==> src/hdl/tcw_pkg.sv <==
// Shared types and constants for the text console cursor writer.
`default_nettype none

package tcw_pkg;

    // Fixed field widths of the channel words.
    localparam int CHAR_W    = 8;
    localparam int IN_ADDR_W = 11;
    localparam int OUT_COL_W = 7;
    localparam int OUT_ROW_W = 5;

    // Operation codes.
    localparam logic OP_PUT  = 1'b0;
    localparam logic OP_READ = 1'b1;

    // Character codes with special meaning.
    localparam logic [CHAR_W-1:0] CH_NUL       = 8'd0;
    localparam logic [CHAR_W-1:0] CH_BACKSPACE = 8'd8;
    localparam logic [CHAR_W-1:0] CH_NEWLINE   = 8'd10;
    localparam logic [CHAR_W-1:0] CH_RETURN    = 8'd13;
    localparam logic [CHAR_W-1:0] CH_SPACE     = 8'd32;

    // Controller states.
    typedef enum logic [1:0] {
        ST_CLEAR,
        ST_IDLE,
        ST_EXEC
    } t_state;

    // Commands from the controller to the datapath.
    typedef struct packed {
        logic accept;
        logic sweep;
        logic load_out;
    } t_dp_cmd;

    // Status from the datapath to the controller.
    typedef struct packed {
        logic sweep_last;
        logic clear_pend;
        logic out_free;
    } t_dp_status;

endpackage

`default_nettype wire

==> src/hdl/tcw_ctrl.sv <==
// Controller state machine: clearing sweep, idle and execute sequencing.
`default_nettype none

module tcw_ctrl (
    input  wire logic                i_clk,
    input  wire logic                i_rst_n,
    input  wire logic                i_in_valid,
    output logic                     o_in_ready,
    input  wire tcw_pkg::t_dp_status i_status,
    output tcw_pkg::t_dp_cmd         o_cmd
);

    tcw_pkg::t_state r_state;
    tcw_pkg::t_state n_state;

    // State register; reset starts with a sweep that fills the store with spaces.
    always_ff @(posedge i_clk) begin
        if (!i_rst_n) begin
            r_state <= tcw_pkg::ST_CLEAR;
        end else begin
            r_state <= n_state;
        end
    end

    // Next state.
    always_comb begin
        n_state = r_state;
        case (r_state)
            tcw_pkg::ST_CLEAR: begin
                if (i_status.sweep_last) begin
                    n_state = tcw_pkg::ST_IDLE;
                end
            end
            tcw_pkg::ST_IDLE: begin
                if (i_in_valid && i_status.out_free) begin
                    n_state = tcw_pkg::ST_EXEC;
                end
            end
            tcw_pkg::ST_EXEC: begin
                if (i_status.clear_pend) begin
                    n_state = tcw_pkg::ST_CLEAR;
                end else begin
                    n_state = tcw_pkg::ST_IDLE;
                end
            end
            default: begin
                n_state = tcw_pkg::ST_CLEAR;
            end
        endcase
    end

    // Outputs: a word is taken only in idle and only when the result register can be refilled.
    always_comb begin
        o_in_ready     = 1'b0;
        o_cmd.sweep    = 1'b0;
        o_cmd.load_out = 1'b0;
        case (r_state)
            tcw_pkg::ST_CLEAR: begin
                o_cmd.sweep = 1'b1;
            end
            tcw_pkg::ST_IDLE: begin
                o_in_ready = i_status.out_free;
            end
            tcw_pkg::ST_EXEC: begin
                o_cmd.load_out = 1'b1;
            end
            default: begin
                o_in_ready = 1'b0;
            end
        endcase
        o_cmd.accept = o_in_ready && i_in_valid;
    end

    // An accepted word is always followed by the execute state.
    a_accept_exec: assert property (@(posedge i_clk) disable iff (!i_rst_n)
        o_cmd.accept |=> (r_state == tcw_pkg::ST_EXEC))
        else $error("accepted word not followed by execute");

    // The execute state is never followed directly by execute again.
    a_exec_single: assert property (@(posedge i_clk) disable iff (!i_rst_n)
        (r_state == tcw_pkg::ST_EXEC) |=> (r_state != tcw_pkg::ST_EXEC))
        else $error("execute state held for two cycles");

endmodule

`default_nettype wire

==> config.mk <==
export PLATFORM = sky130hd
export DESIGN_NAME = tcw_ctrl
export DESIGN_NICKNAME = d
export VERILOG_FILES = /design/src/hdl/tcw_pkg.sv /design/src/hdl/tcw_ctrl.sv
export SDC_FILE = /design/constraint.sdc
export NUM_CORES = 1
export LEC_CHECK = 0
export ABC_AREA = 1
export BUFFER_PORTS_ARGS = -buffer_cell sky130_fd_sc_hd__buf_2
export CAP_MARGIN = 20
export CORE_AREA = 5 5 42 44
export CTS_CLUSTER_DIAMETER = 150
export CTS_CLUSTER_SIZE = 8
export DETAILED_ROUTE_END_ITERATION = 10
export DIE_AREA = 0 0 47 49
export MAX_ROUTING_LAYER = met4
export PLACE_DENSITY = 0.3
export SLEW_MARGIN = 20
export SYNTH_ARGS = -nofsm -noshare
export SYNTH_HDL_FRONTEND = slang
export SYNTH_SLANG_ARGS = --single-unit
==> constraint.sdc <==
create_clock -name i_clk -period 1.7 [get_ports i_clk]
set_input_delay 0.255 -clock i_clk [delete_from_list [all_inputs] [get_ports i_clk]]
set_output_delay 0.255 -clock i_clk [all_outputs]
set_load 0.01 [all_outputs]
==> results.cfg, run 1 <==
[yosys]
synth_area_per_cell_sq_um = 6.771
synth_largest_area_cell = sky130_fd_sc_hd__dfxtp_1
synth_top_area_share_pct = 34.78
synth_compound_area_share_pct = 4.348
netlist-cell-type-count = 10
ys_async_sr_fraction_pct = 0
largest_family_of_logic_cells_by_synthesized_area = simple AND/OR/NAND/NOR gates
synth_adder_area_share_pct = 0
post_synth_main_area_contributors = sky130_fd_sc_hd__dfxtp_1 (35%), sky130_fd_sc_hd__nor3b_2 (11%), sky130_fd_sc_hd__inv_1 (9.8%), sky130_fd_sc_hd__nand2_1 (9.8%), sky130_fd_sc_hd__nor2_1 (9.8%)
synthSimpleGateAreaFrac_pct = 51.09
mappedNetlistArea_sq_um = 115.1
yosys_register_bits = 2
yosys.area_share.xor_xnor_pct = 0
yosys_most_used_dff = sky130_fd_sc_hd__dfxtp_1
synth_seq_area_share_pct = 34.78
synth-warning-count = 0
yosys-top-cells-count = sky130_fd_sc_hd__inv_1 (3), sky130_fd_sc_hd__nand2_1 (3), sky130_fd_sc_hd__nor2_1 (3)
synth.net_count = 23
fraction_of_synthesized_area_in_multiplexers_pct = 0
netlist_instances = 17
synth-edff-count = 0

[sta]
timing.final.crit_share_pct = 70.58
slew-limit-headroom_pct = 87.46
setup_total_negative_slack_ns = 0
fmax_mhz = 833.4
timing.hold.ws_ns = 0.2909
timing.final.max_slew_violations = 0
rsz0062_at_grt = no
timing_hold_violations_final = 0
max_slew.worst_pin.slew_ns = 0.1879
finalCriticalPeriod_ns = 1.200
clock_skew_ns = 0.001871
finalSetupViolCount = 0

[die]
floorplan.die.width_um = 47
placementRows = 14
initial_utilization_pct = 8.214
i_o_pin_count = 10
dieArea_sq_um = 2303
floorplan.die.height_um = 49
core_area_sq_um = 1401

[critical_path]
worst-setup-path-type = flip-flop to primary output
worst-r2r-setup-slack_ns = 0.95
reg_to_reg_end = r_state[0]
cell_chain_critical_path = inv_1 > nand2_2 > nor2_1 > buf_2
worst_path_largest_cell_delay_ns = 0.32
worst-path-max-fanout = 3
critical_path.endpoint_type = primary output
critical-path-slowest-cell = sky130_fd_sc_hd__dfxtp_1
cp.arrival_ns = 0.94
worstRegToRegCells = 4
critPathLaunchType = flip-flop
path_buf_inv = 2
timing.critical_path.to = o_in_ready
crit_family = flip-flops
reg2reg_from = r_state[0]
crit_required_ns = 1.44
setup.worst_path.start = r_state[1]
worstSetupPathDepth = 4

[clock_network]
cts_sinks = 2
post-cts-setup-buffer-count = 0
cts_repair_resize_count = 0
clkTransAtPathRegs_ns = 0.03
htree_num_levels = 1
clock-root-buffer = sky130_fd_sc_hd__clkbuf_4
numCtsBuffers = 3
tritoncts = built
clock_path_buffers = 2
worst_skew_pair_later_pin_latency_ns = 0.22
post_cts_hold_buffer_count = 0

[layout]
largest_reg_flops = 2
num_antenna_cells = 0
registers.top_by_ff_count = r_state
nFillCells = 175
drive_above_1_share_pct = 51.72
top_registers = r_state: 2 flops
final_nets = 37
postLayoutCoreUtil_pct = 14.46
fin_cells = 45
layout-area-overhead-vs-synth_pct = 76.09

[grt]
grt_first_pass_wirelength_um = 634
use_met3_pct = 5.535
grt_overflow = 0
grt_use_total_pct = 4.470
groute.layer.met2.usage_pct = 2.941
grt-busiest-layer = met1
grt_pass1_vias = 156
antenna_found_initial = 0
grt.met1_usage_pct = 6.127
grt_start_max_net_pins = 6

[routing]
wirelength_um = 345
wl_per_cell_um = 7.667
drt_pass_1_iters = 4
viasPerCell = 3.378
detail_route.iter0.violations = 3
drt_drc_violations_left = 0
vias_after_detailed_routing = 152
antenna_violating_nets_post_route = 0

[power]
p_leak_uw = 0.0001082
power_density_nw_per_um2 = 1053
vdd_ir_drop_max_v = 0.0003105

[status]
result_of_the_run = completed

[job]
cap_violations = 0

[place]
gp_congestion = 0.6357
detailedPlacementHpwl_um = 287.8
placed_cells = 42
io_buffer_count = 9

[hold_path]
worstHoldPathType = input pin to flip-flop
## layout by cell type (no fill, tap or decap)
cell type / Yosys / layout
sky130_fd_sc_hd__dfxtp_1: 2 / 2
sky130_fd_sc_hd__nand4_1: 1 / 1
sky130_fd_sc_hd__buf_2: 0 / 9
sky130_fd_sc_hd__nand3_1: 1 / 1
sky130_fd_sc_hd__nand2_1: 3 / 3
sky130_fd_sc_hd__clkbuf_4: 0 / 3
sky130_fd_sc_hd__nand2_2: 1 / 1
sky130_fd_sc_hd__a21oi_1: 1 / 1
sky130_fd_sc_hd__nor3b_2: 1 / 1
sky130_fd_sc_hd__nor2_1: 3 / 3
sky130_fd_sc_hd__nor2_2: 1 / 1
sky130_fd_sc_hd__inv_1: 3 / 3
## metrics by stage
stage          area [sq um]  total power (uW)  setup slack [ns]
2_1_floorplan         115.1             89.34            0.8095
3_3_place_gp          180.2             109.5            0.7407
3_5_place_dp          180.2             110.0            0.7388
4_1_cts               202.7             220.4            0.4923
5_1_grt               202.7             235.4            0.3831
6_report              202.7             213.4            0.5001
## how the worst min path moves through the flow
stage	to	depth (start not counted)	slack, ns	start
finish	r_state[0]	3	0.29	i_rst_n
global route	r_state[0]	3	0.31	i_rst_n
CTS	r_state[0]	3	0.29	i_rst_n
detailed placement	r_state[0]	3	0.52	i_rst_n
global placement	r_state[0]	3	0.52	i_rst_n
floorplan	r_state[0]	2	0.39	i_rst_n
## metal layers
layer | wire length [um] | up-vias | part of all wire [%]
li1 | - | 78 | -
met1 | 189 | 60 | 55
met2 | 84 | 12 | 24
met3 | 64 | 2 | 19
met4 | 6 | 0 | 1.7
met5 | 0 | - | 0
## final cells by class
type / instances / area [sq um] / area share (%)
sequential: 2 / 40.04 / 19.75
multi-input combinational: 12 / 63.81 / 31.48
clock buffer: 3 / 22.52 / 11.11
tap: 16 / 20.02 / 9.877
timing repair buffer: 9 / 45.04 / 22.22
inverter: 3 / 11.26 / 5.556
## worst min-delay path, cell delays in order
cell	delay, ns
sky130_fd_sc_hd__buf_2	0.10
sky130_fd_sc_hd__nand3_1	0.07
sky130_fd_sc_hd__nand2_1	0.05
## cell families after synthesis
logic type,Yosys count
AOI/OAI and AO/OA,1
DFF,2
and+or+nand+nor,11
buffers and inverters,3
## where the power goes
| part | internal [uW] | switching (uW) | total (uW) |
|---|---|---|---|
| Combinational | 22.0 | 26.1 | 48.0 |
| Sequential | 53.1 | 7.74 | 60.8 |
| Clock | 77.9 | 26.6 | 105 |
Note: power is estimated with default switching activity, not from simulation.
==> run 2, diff against run 1 <==
==> constraint.sdc (replaced) <==
create_clock -name i_clk -period 1.1 [get_ports i_clk]
set_input_delay 0.165 -clock i_clk [delete_from_list [all_inputs] [get_ports i_clk]]
set_output_delay 0.165 -clock i_clk [all_outputs]
set_load 0.01 [all_outputs]
==> run 2 against run 1 <==
Final cell count did not move; clock power rose by 50%; non-clock buffer count did not move; largest cell class unchanged.
==> results.cfg, run 2 (same netlist as run 1, synthesis figures left out) <==
[grt]
grt_pass1_vias = 137
grt_use_total_pct = 4.037
antenna_found_initial = 0
grt_overflow = 0
grt_first_pass_wirelength_um = 593
grt_start_max_net_pins = 6

[die]
i_o_pin_count = 10
initial_utilization_pct = 8.214
floorplan.die.height_um = 49
dieArea_sq_um = 2303
core_area_sq_um = 1401
placementRows = 14
floorplan.die.width_um = 47

[critical_path]
cp.arrival_ns = 0.88
critPathLaunchType = flip-flop
reg2reg_from = r_state[0]
worst-path-max-fanout = 3
crit_required_ns = 0.94
critical_path.endpoint_type = primary output
worst-setup-path-type = flip-flop to primary output
setup.worst_path.start = r_state[1]

[place]
io_buffer_count = 9
detailedPlacementHpwl_um = 260.8
placed_cells = 42
preCtsSetupSlack_ns = 0.2309
gp_congestion = 0.6199

[sta]
timing_hold_violations_final = 0
rsz0062_at_grt = yes
timing.final.crit_share_pct = 95.31
finalCriticalPeriod_ns = 1.048
timing.final.max_slew_violations = 0
clock_skew_ns = 0.0000009714
slew-limit-headroom_pct = 91.33
finalSetupViolCount = 0
fmax_mhz = 953.8
max_slew.worst_pin.slew_ns = 0.1301
timing.hold.ws_ns = 0.1981
pnr_worst_setup_slack_ns = 0.05158

[layout]
nFillCells = 175
largest_reg_flops = 2
final_nets = 37
commonest_cells_after_routing_fill_and_taps_aside = sky130_fd_sc_hd__buf_2 (9), sky130_fd_sc_hd__nand2_1 (3), sky130_fd_sc_hd__clkbuf_4 (3)
mostFrequentLayoutCell = sky130_fd_sc_hd__buf_2
registers.top_by_ff_count = r_state
num_antenna_cells = 0
layout-area-overhead-vs-synth_pct = 84.78
fin_cells = 45
drive_above_1_share_pct = 65.52
top_registers = r_state: 2 flops

[job]
cap_violations = 0

[power]
power_density_nw_per_um2 = 1573
p_leak_uw = 0.0001102
report.power.total_uw = 334.5
vdd_ir_drop_max_v = 0.0004178

[clock_network]
clock-root-buffer = sky130_fd_sc_hd__clkbuf_4
clkTransAtPathRegs_ns = 0.03
htree_num_levels = 1
numCtsBuffers = 3
clock_path_buffers = 2
worst_skew_pair_later_pin_latency_ns = 0.22
cts_sinks = 2
tritoncts = built

[routing]
drt_drc_violations_left = 0
drt_pass_1_iters = 2
viasPerCell = 3.289
vias_after_detailed_routing = 148
wl_per_cell_um = 7.756
detail_route.iter0.violations = 1
wirelength_um = 349
antenna_violating_nets_post_route = 0

[hold_path]
hold_path_origin = i_rst_n
worstHoldPathType = input pin to flip-flop

[status]
result_of_the_run = completed
[run 2: cell count changes in the layout (fill, tap and decap cells not counted)]
cell	change
sky130_fd_sc_hd__nor2_1	-1
sky130_fd_sc_hd__dfxtp_2	+2
sky130_fd_sc_hd__inv_1	-1
sky130_fd_sc_hd__nand2_4	+1
sky130_fd_sc_hd__dfxtp_1	-2
sky130_fd_sc_hd__nand2_2	-1
sky130_fd_sc_hd__inv_2	+1
sky130_fd_sc_hd__nor2_2	+1
[run 2: repair_timing]
item | CTS | global route
hold buffers | 0 | 0
gates resized for setup | 2 | 3
pin swaps | 0 | 0
endpoints found under the setup margin | 2 | 3
setup buffers | 0 | 0
[run 2: per-layer routing]
| metal | GRT usage [%] | up-vias | wire [um] | share of wire [%] |
|---|---|---|---|---|
| met3 | 4.797 | 2 | 63 | 18 |
| met2 | 3.167 | 10 | 93 | 27 |
| met1 | 5.033 | 58 | 185 | 53 |
| li1 | - | 78 | - | - |
| met4 | 2.765 | 0 | 6 | 1.7 |
| met5 | - | - | 0 | 0 |
[run 2: power breakdown]
part           internal (uW)  switching [uW]
Clock                    120            37.6
Sequential              84.1            15.0
Combinational           37.5            40.3
[run 2: final cells by class]
type | count | area (sq um) | area share [%]
multi-input cells | 12 | 71.32 | 33.53
well taps | 16 | 20.02 | 9.412
clock buffers | 3 | 22.52 | 10.59
repair buffers | 9 | 45.04 | 21.18
flip-flops and latches | 2 | 42.54 | 20.00
inverters | 3 | 11.26 | 5.294
[run 2: path summary, 6_finish.rpt]
| kind | slack (ns) | end | cells after the start |
|---|---|---|---|
| setup / recovery | 0.05 | o_cmd[2] | 4 |
| hold / removal | 0.20 | r_state[0] | 3 |
| setup reg to reg | 0.35 | r_state[0] | 4 |
| hold reg to reg | 0.51 | r_state[1] | 2 |
[run 2: critical path, cell delays in order, from the launching register on]
cell	delay, ns
sky130_fd_sc_hd__dfxtp_2	0.32
sky130_fd_sc_hd__inv_2	0.08
sky130_fd_sc_hd__nand2_4	0.06
sky130_fd_sc_hd__nor2_1	0.07
sky130_fd_sc_hd__buf_2	0.13
[run 2: metrics by stage]
stage	setup TNS, ns	cell area, sq um	utilization (%)
2_1_floorplan	0	115.1	-
3_3_place_gp	0	180.2	12.86
3_5_place_dp	0	180.2	12.86
4_1_cts	0	203.9	14.55
5_1_grt	-0.01829	212.7	15.18
6_report	0	212.7	15.18
